[config.mk]
export PLATFORM = sky130hd
export DESIGN_NAME = rc_receiver_frame_parser_top
export DESIGN_NICKNAME = d
export VERILOG_FILES = /design/src/rcfp_pkg.sv /design/src/rc_receiver_frame_parser_top.sv /design/src/rcfp_in_reg.sv /design/src/rcfp_parse.sv /design/src/rcfp_out_reg.sv
export SDC_FILE = /design/constraint.sdc
export NUM_CORES = 1
export LEC_CHECK = 0
export BUFFER_PORTS_ARGS = -buffer_cell sky130_fd_sc_hd__clkbuf_2
export CAP_MARGIN = 20
export CORE_MARGIN = 4
export CORE_UTILIZATION = 40
export DETAILED_ROUTE_END_ITERATION = 7
export SLEW_MARGIN = 40
export SYNTH_ARGS = -nofsm -noshare
export SYNTH_HDL_FRONTEND = slang
export SYNTH_HIERARCHICAL = 1
export SYNTH_SLANG_ARGS = --single-unit
export TNS_END_PERCENT = 100
[constraint.sdc]
create_clock -name clock -period 7.41 [get_ports clock]
set_input_delay 0.3705 -clock clock [delete_from_list [all_inputs] [get_ports clock]]
set_output_delay 0.3705 -clock clock [all_outputs]
set_load 0.01 [all_outputs]
[src/rcfp_pkg.sv]
// rcfp_pkg: shared constants and types for the RC receiver frame parser.
// No dependencies; imported by every module under src/.
package rcfp_pkg;

   localparam int FRAME_BYTES_DEF = 32;  // bytes per frame, header to checksum
   localparam int CHANNELS_DEF    = 8;   // channels refreshed per good frame

   localparam int POS_W       = 5;       // byte position within a frame (<= 32 bytes)
   localparam int PEND_DEPTH  = 16;      // frame bytes 2..17 kept for channel decode
   localparam int PEND_BASE   = 2;       // first payload byte position
   localparam int CHAN_FIELDS = 8;       // channel fields on the result port
   localparam int FS_PEND_IDX = 11;      // frame byte 13 holds the failsafe nibble

   localparam logic [7:0]  HDR_FIRST  = 8'h20;
   localparam logic [7:0]  HDR_SECOND = 8'h40;
   localparam logic [15:0] SUM_START  = 16'hFFFF;

   typedef logic [7:0]  byte_type;
   typedef logic [15:0] chan_type;

   // end-of-frame event from the parser to the result stage
   typedef struct packed {
      logic done;  // final frame byte consumed this cycle
      logic ok;    // checksum matched
   } frame_evt_type;

endpackage

[src/rc_receiver_frame_parser_top.sv]
// rc_receiver_frame_parser_top: iBus-style frame decoder, one serial byte per beat.
// Depends on rcfp_pkg, rcfp_in_reg, rcfp_parse, rcfp_out_reg.
//
//   channel | ports                                 | direction | beat
//   --------+---------------------------------------+-----------+--------------------------
//   req     | req_valid, req_stall, req_rx_byte      | in        | one received byte
//   rsp     | rsp_valid, rsp_stall, rsp_frame_ok,    | out       | one per frame, on the
//           | rsp_chan_0..7, rsp_failsafe_bits       |           | final (checksum) byte
//
// Takes one byte per cycle while req_stall is low. A byte is held in the input
// register, then the parser updates position and checksum; the result beat
// shows up the cycle after the final frame byte was taken from the input register.
// Reset (synchronous) returns to hunting for the first header, checksum 0xFFFF,
// channels and failsafe zero.
// rsp_stall only holds back the final byte of a frame; other bytes keep flowing
// while a result waits.
module rc_receiver_frame_parser_top
   import rcfp_pkg::*;
#(
   parameter int FRAME_BYTES = FRAME_BYTES_DEF,  // 20..32
   parameter int CHANNELS    = CHANNELS_DEF      // 1..8
) (
   input  logic        clock,
   input  logic        reset,
   // byte channel
   input  logic        req_valid,
   output logic        req_stall,
   input  logic [7:0]  req_rx_byte,
   // frame result channel
   output logic        rsp_valid,
   input  logic        rsp_stall,
   output logic        rsp_frame_ok,
   output logic [15:0] rsp_chan_0,
   output logic [15:0] rsp_chan_1,
   output logic [15:0] rsp_chan_2,
   output logic [15:0] rsp_chan_3,
   output logic [15:0] rsp_chan_4,
   output logic [15:0] rsp_chan_5,
   output logic [15:0] rsp_chan_6,
   output logic [15:0] rsp_chan_7,
   output logic [3:0]  rsp_failsafe_bits
);

   logic          in_vld;
   byte_type      in_byte;
   logic          consume;
   logic          out_free;
   frame_evt_type evt;
   byte_type      pend [PEND_DEPTH];
   chan_type      chan [CHAN_FIELDS];

   // input register: decouples the source from the result stall
   rcfp_in_reg u_in (
      .clock       (clock),
      .reset       (reset),
      .req_valid   (req_valid),
      .req_stall   (req_stall),
      .req_rx_byte (req_rx_byte),
      .consume     (consume),
      .vld         (in_vld),
      .rx_byte     (in_byte)
   );

   // header hunt, running checksum, payload capture
   rcfp_parse #(
      .FRAME_BYTES (FRAME_BYTES)
   ) u_parse (
      .clock    (clock),
      .reset    (reset),
      .vld      (in_vld),
      .rx_byte  (in_byte),
      .out_free (out_free),
      .consume  (consume),
      .evt      (evt),
      .pend     (pend)
   );

   // held channel values are the result payload; refreshed on a good checksum
   rcfp_out_reg #(
      .CHANNELS (CHANNELS)
   ) u_out (
      .clock             (clock),
      .reset             (reset),
      .evt               (evt),
      .pend              (pend),
      .out_free          (out_free),
      .rsp_valid         (rsp_valid),
      .rsp_stall         (rsp_stall),
      .rsp_frame_ok      (rsp_frame_ok),
      .chan              (chan),
      .rsp_failsafe_bits (rsp_failsafe_bits)
   );

   assign rsp_chan_0 = chan[0];
   assign rsp_chan_1 = chan[1];
   assign rsp_chan_2 = chan[2];
   assign rsp_chan_3 = chan[3];
   assign rsp_chan_4 = chan[4];
   assign rsp_chan_5 = chan[5];
   assign rsp_chan_6 = chan[6];
   assign rsp_chan_7 = chan[7];

endmodule

[src/rcfp_in_reg.sv]
// rcfp_in_reg: input register for received bytes, with stall back to the source.
// Depends on rcfp_pkg.
module rcfp_in_reg
   import rcfp_pkg::*;
(
   input  logic     clock,
   input  logic     reset,
   input  logic     req_valid,
   output logic     req_stall,
   input  byte_type req_rx_byte,
   input  logic     consume,    // parser takes the held beat this cycle
   output logic     vld,
   output byte_type rx_byte
);

   logic     vld_ff, vld_in;
   byte_type byte_ff, byte_in;

   assign req_stall = vld_ff && !consume;

   always_comb begin
      vld_in  = vld_ff;
      byte_in = byte_ff;
      if (!req_stall) begin
         vld_in = req_valid;
         if (req_valid) begin
            byte_in = req_rx_byte;
         end
      end
   end

   always_ff @(posedge clock) begin
      if (reset) begin
         vld_ff <= 1'b0;
      end else begin
         vld_ff <= vld_in;
      end
   end

   always_ff @(posedge clock) begin
      byte_ff <= byte_in;
   end

   assign vld     = vld_ff;
   assign rx_byte = byte_ff;

endmodule

[src/rcfp_parse.sv]
// rcfp_parse: header hunt, byte position, running checksum and payload byte store.
// Depends on rcfp_pkg.
module rcfp_parse
   import rcfp_pkg::*;
#(
   parameter int FRAME_BYTES = FRAME_BYTES_DEF
) (
   input  logic          clock,
   input  logic          reset,
   input  logic          vld,
   input  byte_type      rx_byte,
   input  logic          out_free,   // result slot can take a beat this cycle
   output logic          consume,
   output frame_evt_type evt,
   output byte_type      pend [PEND_DEPTH]
);

   localparam logic [POS_W-1:0] LAST_POS = POS_W'(FRAME_BYTES - 1);
   localparam logic [POS_W-1:0] CSUM_LO  = POS_W'(FRAME_BYTES - 2);

   logic [POS_W-1:0] pos_ff, pos_in;
   logic [15:0]      sum_ff, sum_in;
   byte_type         lo_ff, lo_in;
   byte_type         pend_ff [PEND_DEPTH];
   logic             is_last, mid;

   assign is_last = (pos_ff == LAST_POS);
   // final byte needs the result slot; every other byte goes straight through
   assign consume = vld && (!is_last || out_free);
   assign mid     = (pos_ff >= POS_W'(PEND_BASE)) && (pos_ff < CSUM_LO);

   always_comb begin
      pos_in   = pos_ff;
      sum_in   = sum_ff;
      lo_in    = lo_ff;
      evt.done = 1'b0;
      evt.ok   = 1'b0;
      if (consume) begin
         priority if (pos_ff == '0) begin
            if (rx_byte == HDR_FIRST) begin
               sum_in = SUM_START - {8'h00, HDR_FIRST};
               pos_in = POS_W'(1);
            end
         end else if (pos_ff == POS_W'(1)) begin
            // bad second header drops back to hunting, byte not retested
            if (rx_byte == HDR_SECOND) begin
               sum_in = sum_ff - {8'h00, rx_byte};
               pos_in = POS_W'(2);
            end else begin
               pos_in = '0;
            end
         end else if (mid) begin
            sum_in = sum_ff - {8'h00, rx_byte};
            pos_in = pos_ff + POS_W'(1);
         end else if (pos_ff == CSUM_LO) begin
            lo_in  = rx_byte;
            pos_in = pos_ff + POS_W'(1);
         end else begin
            evt.done = 1'b1;
            evt.ok   = ({rx_byte, lo_ff} == sum_ff);
            pos_in   = '0;
            sum_in   = SUM_START;
         end
      end
   end

   always_ff @(posedge clock) begin
      if (reset) begin
         pos_ff <= '0;
         sum_ff <= SUM_START;
         lo_ff  <= '0;
      end else begin
         pos_ff <= pos_in;
         sum_ff <= sum_in;
         lo_ff  <= lo_in;
      end
   end

   // payload bytes 2..17, each slot written at its own position
   for (genvar i = 0; i < PEND_DEPTH; i++) begin : g_pend
      always_ff @(posedge clock) begin
         if (consume && mid && (pos_ff == POS_W'(i + PEND_BASE))) begin
            pend_ff[i] <= rx_byte;
         end
      end
      assign pend[i] = pend_ff[i];
   end

endmodule

[src/rcfp_out_reg.sv]
// rcfp_out_reg: result register; held channels and failsafe double as the payload.
// Depends on rcfp_pkg.
module rcfp_out_reg
   import rcfp_pkg::*;
#(
   parameter int CHANNELS = CHANNELS_DEF
) (
   input  logic          clock,
   input  logic          reset,
   input  frame_evt_type evt,
   input  byte_type      pend [PEND_DEPTH],
   output logic          out_free,
   output logic          rsp_valid,
   input  logic          rsp_stall,
   output logic          rsp_frame_ok,
   output chan_type      chan [CHAN_FIELDS],
   output logic [3:0]    rsp_failsafe_bits
);

   logic       vld_ff, vld_in;
   logic       ok_ff;
   chan_type   chan_ff [CHAN_FIELDS];
   logic [3:0] fs_ff;
   logic       take;

   assign out_free = !vld_ff || !rsp_stall;
   assign take     = evt.done && evt.ok;

   always_comb begin
      vld_in = vld_ff;
      if (evt.done) begin
         vld_in = 1'b1;
      end else if (!rsp_stall) begin
         vld_in = 1'b0;
      end
   end

   always_ff @(posedge clock) begin
      if (reset) begin
         vld_ff <= 1'b0;
         fs_ff  <= '0;
      end else begin
         vld_ff <= vld_in;
         if (take) begin
            fs_ff <= pend[FS_PEND_IDX][7:4];
         end
      end
   end

   always_ff @(posedge clock) begin
      if (evt.done) begin
         ok_ff <= evt.ok;
      end
   end

   // channels beyond CHANNELS keep their reset value
   for (genvar k = 0; k < CHAN_FIELDS; k++) begin : g_chan
      always_ff @(posedge clock) begin
         if (reset) begin
            chan_ff[k] <= '0;
         end else if (take && (k < CHANNELS)) begin
            chan_ff[k] <= {pend[2 * k + 1], pend[2 * k]};
         end
      end
      assign chan[k] = chan_ff[k];
   end

   assign rsp_valid         = vld_ff;
   assign rsp_frame_ok      = ok_ff;
   assign rsp_failsafe_bits = fs_ff;

endmodule

# After elaboration in Yosys (flattened, before gate mapping)
# Memories as Yosys holds them, arrays and structs flattened.
# Cells that the tools add are included.
# op_classes
shifts,0
n_reduce_logical,47
addsub,2
eq_ne,26
n_mux,109
order_cmp,2
n_mul,0
div_mod_pow,0
n_bitwise,12
# ops
cell,count
$mux W16,14
$mux W8,15
$reduce_or A8 Y1,15
$mux W4,15
$mux W1,54
$eq A5 B4 Y1 const B,8
$mux W5,5
$logic_and A1 B1 Y1,21
$eq A5 B3 Y1 const B,4
$eq A5 B5 Y1 const B,4
$eq A16 B16 Y1,1
$sub A16 B8 Y16,1
$mux W2,6
$eq A5 B2 Y1 const B,2
$eq A8 B6 Y1 const B,1
$eq A8 B7 Y1 const B,1
$or A1 B1 Y1,8
$add A5 B1 Y5 const B,1
$eq A5 B1 Y1 const B,1
$ge A5 B2 Y1 const B,1
$logic_not A5 Y1,1
$lt A5 B5 Y1 const B,1
$reduce_and A5 Y1,1
$logic_not A1 Y1,4
other kinds (8),13
# word_totals
wordCells,208
reg_bits,44
mem_count,2
rom_bits,0
output_inout_bits,135
mem_bits_rw,256
latchBits,0
# memory_table
memory,depth,width,rd,rd_ports_with_merged_regs,write_ports,line_no,text
u_out.chan_ff,8,16,8,0,8,rcfp_out_reg.sv:22,chan_type chan_ff [CHAN_FIELDS];
u_parse.pend_ff,16,8,16,0,1,rcfp_parse.sv:24,byte_type pend_ff [PEND_DEPTH];

# Longest topological paths before layout
# depth
ltp_word,24
mapped_depth,14

# Cells and area by module
# Netlist, hierarchy kept.
# by_module_without_submodules
mod,area_per_inst_um2,instances,cells_each,seq_area_each_um2
rcfp_parse,6155.9,1,412,4424.2
rcfp_out_reg,4994.8,1,291,3973.8
rcfp_in_reg,290.3,1,12,260.2

# Worst setup path before layout
# OpenSTA, ideal clock, no wires.
# synth_path
path_kind,reg2reg
start,register u_parse.pos_ff[0]
end,"memory u_out/chan_ff[0][0] (netlist name), enable pin"
n_path_buf,0
arrival_ns,3.881
path_stages_with_launch,10
slack_ns,3.095
setup_ns,0.433
cell_sequence,dfxtp_1 > inv_1 > ha_1 > or2_2 > o21a_1 > or2_2 > nor3_2 > and4_1 > and2_1 > or2_2
# synth_lines
element,line_no,text
"start, declared",rcfp_parse.sv:21,"logic [POS_W-1:0] pos_ff, pos_in;"
"start signal, assigned",rcfp_parse.sv:73,pos_ff <= pos_in;
"end, declared",rcfp_out_reg.sv:22,

==> metrics.json <==
{
  "drt.antenna.violating_nets": {"value": 0},
  "worstPathBufferInverterCount": {"value": 2},
  "critPathKind": {"value": "flop to flop"},
  "initial_utilization": {"value": 0.4085},
  "postSynth.topFlopCell": {"value": "sky130_fd_sc_hd__edfxtp_1"},
  "antenna_cells_inserted": {"value": 0},
  "status": {"value": "finished clean"},
  "synth.mux.area_fraction": {"value": 0.007874},
  "globalRoute.totalOverflow": {"value": 0},
  "grt_use_total": {"value": 0.1423},
  "ys_seq_elements": {"value": 300},
  "cts_max_path_buffers": {"value": 3},
  "worst_pin_slew": {"value": 0.8011, "unit": "ns"},
  "detail_route.wl_per_cell": {"value": 17.62, "unit": "um"},
  "later_pin_clock_latency_in_the_skew_report": {"value": 0.56, "unit": "ns"},
  "area_of_the_die": {"value": 31370, "unit": "sq um"},
  "p_comb_frac": {"value": 0.035},
  "synth_compound_area_frac": {"value": 0.03893},
  "post_synth_xor_area_fraction": {"value": 0.01608},
  "drt_iter0_markers": {"value": 399},
  "drt-total-wl": {"value": 22820, "unit": "um"},
  "final_hold_viol_count": {"value": 0},
  "fp.dieH": {"value": 177.1, "unit": "um"},
  "avgSynthCellArea": {"value": 16.00, "unit": "sq um"},
  "finalCriticalPeriod": {"value": 4.248, "unit": "ns"},
  "detail_route.drc_violations": {"value": 0},
  "num_vias": {"value": 6171},
  "crit_chain": {"value": "nand4_1 -> o21a_1 -> or2_2 -> nor3_2 -> and4_1 -> and2_1 -> or2_4 -> buf_12 -> buf_6"},
  "skew": {"value": 0.01251, "unit": "ns"},
  "timing.setup.tns": {"value": 0, "unit": "ns"},
  "postSynthCellCount": {"value": 715},
  "min-delay-path-class": {"value": "input port to flop"},
  "maxCapViolCount": {"value": 0},
  "setup.worst_path.start_class": {"value": "flop"},
  "fp-row-count": {"value": 61},
  "critical_path.top_delay_family": {"value": "simple AND/OR/NAND/NOR gates"},
  "h-tree-depth": {"value": 1},
  "crit_path_max_incr_delay": {"value": 0.73, "unit": "ns"},
  "post-cts-setup-buffer-count": {"value": 0},
  "post_synth_and_or_nand_nor_area_fraction": {"value": 0.1410},
  "clkSinkCount": {"value": 300},
  "max_clock_freq": {"value": 235.4, "unit": "MHz"},
  "synthToLayoutAreaGrowth": {"value": 20.05, "unit": "%"},
  "pin_count_of_the_biggest_net_entering_global_routing": {"value": 133},
  "synthesis.area": {"value": 11440, "unit": "sq um"},
  "antenna_found_initial": {"value": 0},
  "cts_buffers": {"value": 31},
  "io_pins": {"value": 147},
  "dpl_worst_slack": {"value": 2.992, "unit": "ns"},
  "avgViaCountPerCell": {"value": 4.765},
  "filler_cell_count": {"value": 2395},
  "final_max_slew_viol_count": {"value": 0},
  "netlist-cell-type-count": {"value": 63},
  "combinational_family_with_the_most_area_after_synthesis": {"value": "simple AND/OR/NAND/NOR gates"},
  "fin_crit_sh": {"value": 0.5732},
  "synth_edf_count": {"value": 265},
  "dp.cells": {"value": 1230},
  "core": {"value": 28010, "unit": "sq um"},
  "synthAdderAreaFrac": {"value": 0.01706},
  "cts_tree": {"value": "built"},
  "asyncSetResetFlopFracSynth": {"value": 0},
  "synthesis.yosys.warnings": {"value": 6},
  "power_report.internal_total": {"value": 0.002815, "unit": "W"},
  "ff2ff_setup_slack": {"value": 3.16, "unit": "ns"},
  "switching_share": {"value": 0.1985},
  "switching_power": {"value": 0.0006973, "unit": "W"},
  "cp.arrival": {"value": 4.43, "unit": "ns"},
  "fin_ws": {"value": 3.162, "unit": "ns"},
  "worst_setup_hold_path_clk_slew": {"value": 0.06, "unit": "ns"},
  "power_density": {"value": 255.8, "unit": "nW/um^2"},
  "postSynthNetCount": {"value": 742},
  "final_cell_count_no_fill": {"value": 1295},
  "unrepaired_setup_endpoints_after_global_routing": {"value": "false"},
  "timing.critical_path.fanout_max": {"value": 64},
  "drt_pre_antenna_iters": {"value": 4},
  "floorplan.die.width": {"value": 177.1, "unit": "um"},
  "final_cell_mix": {"value": "265 x sky130_fd_sc_hd__edfxtp_1, 146 x sky130_fd_sc_hd__clkbuf_2, 133 x sky130_fd_sc_hd__and2_1"},
  "seq_area_frac_synth": {"value": 0.7568},
  "multiInputGateArea": {"value": 2584, "unit": "sq um"},
  "crit_path_top_delay_cell": {"value": "sky130_fd_sc_hd__dfxtp_1"},
  "worstPathRequired": {"value": 7.59, "unit": "ns"},
  "vdd_drop_max": {"value": 0.1562, "unit": "mV"},
  "sequential_cell_area": {"value": 8658, "unit": "sq um"},
  "post_route_cells_drive_above_1_share": {"value": 0.2432},
  "final_common_cell": {"value": "sky130_fd_sc_hd__edfxtp_1"},
  "end_kind": {"value": "flop"},
  "first_global_vias": {"value": 5895},
  "p_seq_frac": {"value": 0.534},
  "leakagePower": {"value": 5.165, "unit": "nW"},
  "max-slew-margin-rel": {"value": 0.4640},
  "finalNetCount": {"value": 920},
  "number_of_buffers_added_on_ports": {"value": 146},
  "hpwl": {"value": 14100, "unit": "um"},
  "cts_root_buf": {"value": "sky130_fd_sc_hd__clkbuf_16"},
  "grt_pass1_wl": {"value": 34250, "unit": "um"},
  "finalWeightedCongestion": {"value": 0.8603},
  "final-setup-viol-count": {"value": 0},
  "pwr-share-clk": {"value": 0.431}
}
==> power groups by stage <==
stage	sequential, W	combinational [W]	clock [W]
finish	0.00187	0.000124	0.00151
global route	0.00188	0.000135	0.00162
CTS	0.00188	0.000126	0.00155
detailed placement	0.00191	0.000122	0
global placement	0.00191	0.000120	0
floorplan	0.00193	0.0000383	0
==> per-stage QoR <==
| stage | total power (W) | hold WS (ns) | utilization | instance area [sq um] |
|---|---|---|---|---|
| 2_1_floorplan | 0.001970 | 0.4420 | - | 11440 |
| 3_3_place_gp | 0.002032 | 0.4575 | 0.4497 | 12600 |
| 3_5_place_dp | 0.002034 | 0.4608 | 0.4515 | 12650 |
| 4_1_cts | 0.003555 | 0.1015 | 0.4901 | 13730 |
| 5_1_grt | 0.003630 | 0.1092 | 0.4903 | 13730 |
| 6_report | 0.003513 | 0.1302 | 0.4903 | 13730 |
==> per-layer routing <==
metal  up-vias  track usage  wire [um]
li1       2982            -          -
met1      2967       0.1948      10110
met2       180       0.2334      10850
met3        42      0.02734       1262
met4         0      0.04126        599
met5         -            0          0
==> timing repair <==
item,CTS,global route
hold buffers,8,0
endpoints found under the hold margin,8,0
gates resized for setup,0,0
==> area by class of cell <==
class,instances,share of cell area
clock buffers,42,0.05949
repair buffers,170,0.06924
inverters,18,0.004919
flip-flops and latches,300,0.6304
well taps,378,0.03444
multi-input cells,372,0.1881
clock inverters,15,0.01339
==> final timing paths <==
path                                        startpoint                          to  cells after the start
worst min-delay path                         req_valid                    u_in/vld                      2
worst max register to register       u_parse/pos_ff[2]         u_out/chan_ff[4][3]                      9
worst min register to register  u_parse/pend_ff[1][28]  u_out/rsp_failsafe_bits[0]                      1
worst max-delay path                 u_parse/pos_ff[2]         u_out/chan_ff[4][3]                      9
==> flip-flops by register name, indices dropped and copies added (netlist names) <==
register,flops
u_in/vld,1
u_parse/lo_ff,8
u_parse/pos_ff,5
u_out/rsp_valid,1
u_out/chan_ff,128
u_parse/pend_ff,128
u_out/rsp_frame_ok,1
u_in/rx_byte,8
u_out/rsp_failsafe_bits,4
u_parse/sum_ff,16
==> cell families (layout without fill, tap and decap cells) <==
logic type,count (synthesis),after routing
adders and majority gates,15,15
muxes,9,9
AOI/OAI and AO/OA,61,61
and+or+nand+nor,266,266
buffers and inverters,43,245
xor gates and xnor gates,21,21
DFF,300,300
==> worst reg2reg max path, cell delays in order (launching register included) <==
cell                      delay [ns]
sky130_fd_sc_hd__dfxtp_1        0.73
sky130_fd_sc_hd__nand4_1        0.47
sky130_fd_sc_hd__o21a_1         0.27
sky130_fd_sc_hd__or2_2          0.33
sky130_fd_sc_hd__nor3_2         0.33
sky130_fd_sc_hd__and4_1         0.28
sky130_fd_sc_hd__and2_1         0.25
sky130_fd_sc_hd__or2_4          0.42
sky130_fd_sc_hd__buf_12         0.28
sky130_fd_sc_hd__buf_6          0.51
==> synthesized netlist by cell type (3+ instances only) <==
library cell | n | area share
sky130_fd_sc_hd__a211oi_1 | 6 | 0.0039
sky130_fd_sc_hd__a21o_1 | 3 | 0.0020
sky130_fd_sc_hd__a21oi_1 | 8 | 0.0035
sky130_fd_sc_hd__a31oi_1 | 3 | 0.0016
sky130_fd_sc_hd__and2_1 | 133 | 0.073
sky130_fd_sc_hd__and3_1 | 9 | 0.0049
sky130_fd_sc_hd__and4_1 | 6 | 0.0046
sky130_fd_sc_hd__buf_2 | 3 | 0.0013
sky130_fd_sc_hd__buf_6 | 12 | 0.012
sky130_fd_sc_hd__clkbuf_1 | 10 | 0.0033
sky130_fd_sc_hd__dfxtp_1 | 35 | 0.061
sky130_fd_sc_hd__edfxtp_1 | 265 | 0.70
sky130_fd_sc_hd__ha_1 | 14 | 0.015
sky130_fd_sc_hd__inv_1 | 17 | 0.0056
sky130_fd_sc_hd__mux2i_1 | 9 | 0.0079
sky130_fd_sc_hd__nand2_1 | 16 | 0.0052
sky130_fd_sc_hd__nand2b_1 | 7 | 0.0038
sky130_fd_sc_hd__nand3_1 | 3 | 0.0013
sky130_fd_sc_hd__nand4_1 | 3 | 0.0016
sky130_fd_sc_hd__nor2_1 | 42 | 0.014
sky130_fd_sc_hd__nor2b_1 | 5 | 0.0027
sky130_fd_sc_hd__nor3_1 | 9 | 0.0039
sky130_fd_sc_hd__nor3b_1 | 4 | 0.0026
sky130_fd_sc_hd__nor4_1 | 5 | 0.0027
sky130_fd_sc_hd__o21a_1 | 5 | 0.0033
sky130_fd_sc_hd__o21ai_0 | 9 | 0.0039
sky130_fd_sc_hd__o2bb2ai_1 | 4 | 0.0031
sky130_fd_sc_hd__o31ai_1 | 5 | 0.0033
sky130_fd_sc_hd__or2_2 | 4 | 0.0022
sky130_fd_sc_hd__or3_1 | 5 | 0.0027
sky130_fd_sc_hd__xnor2_1 | 12 | 0.0092
sky130_fd_sc_hd__xor2_1 | 9 | 0.0069
(Power assumes the default switching activity.)
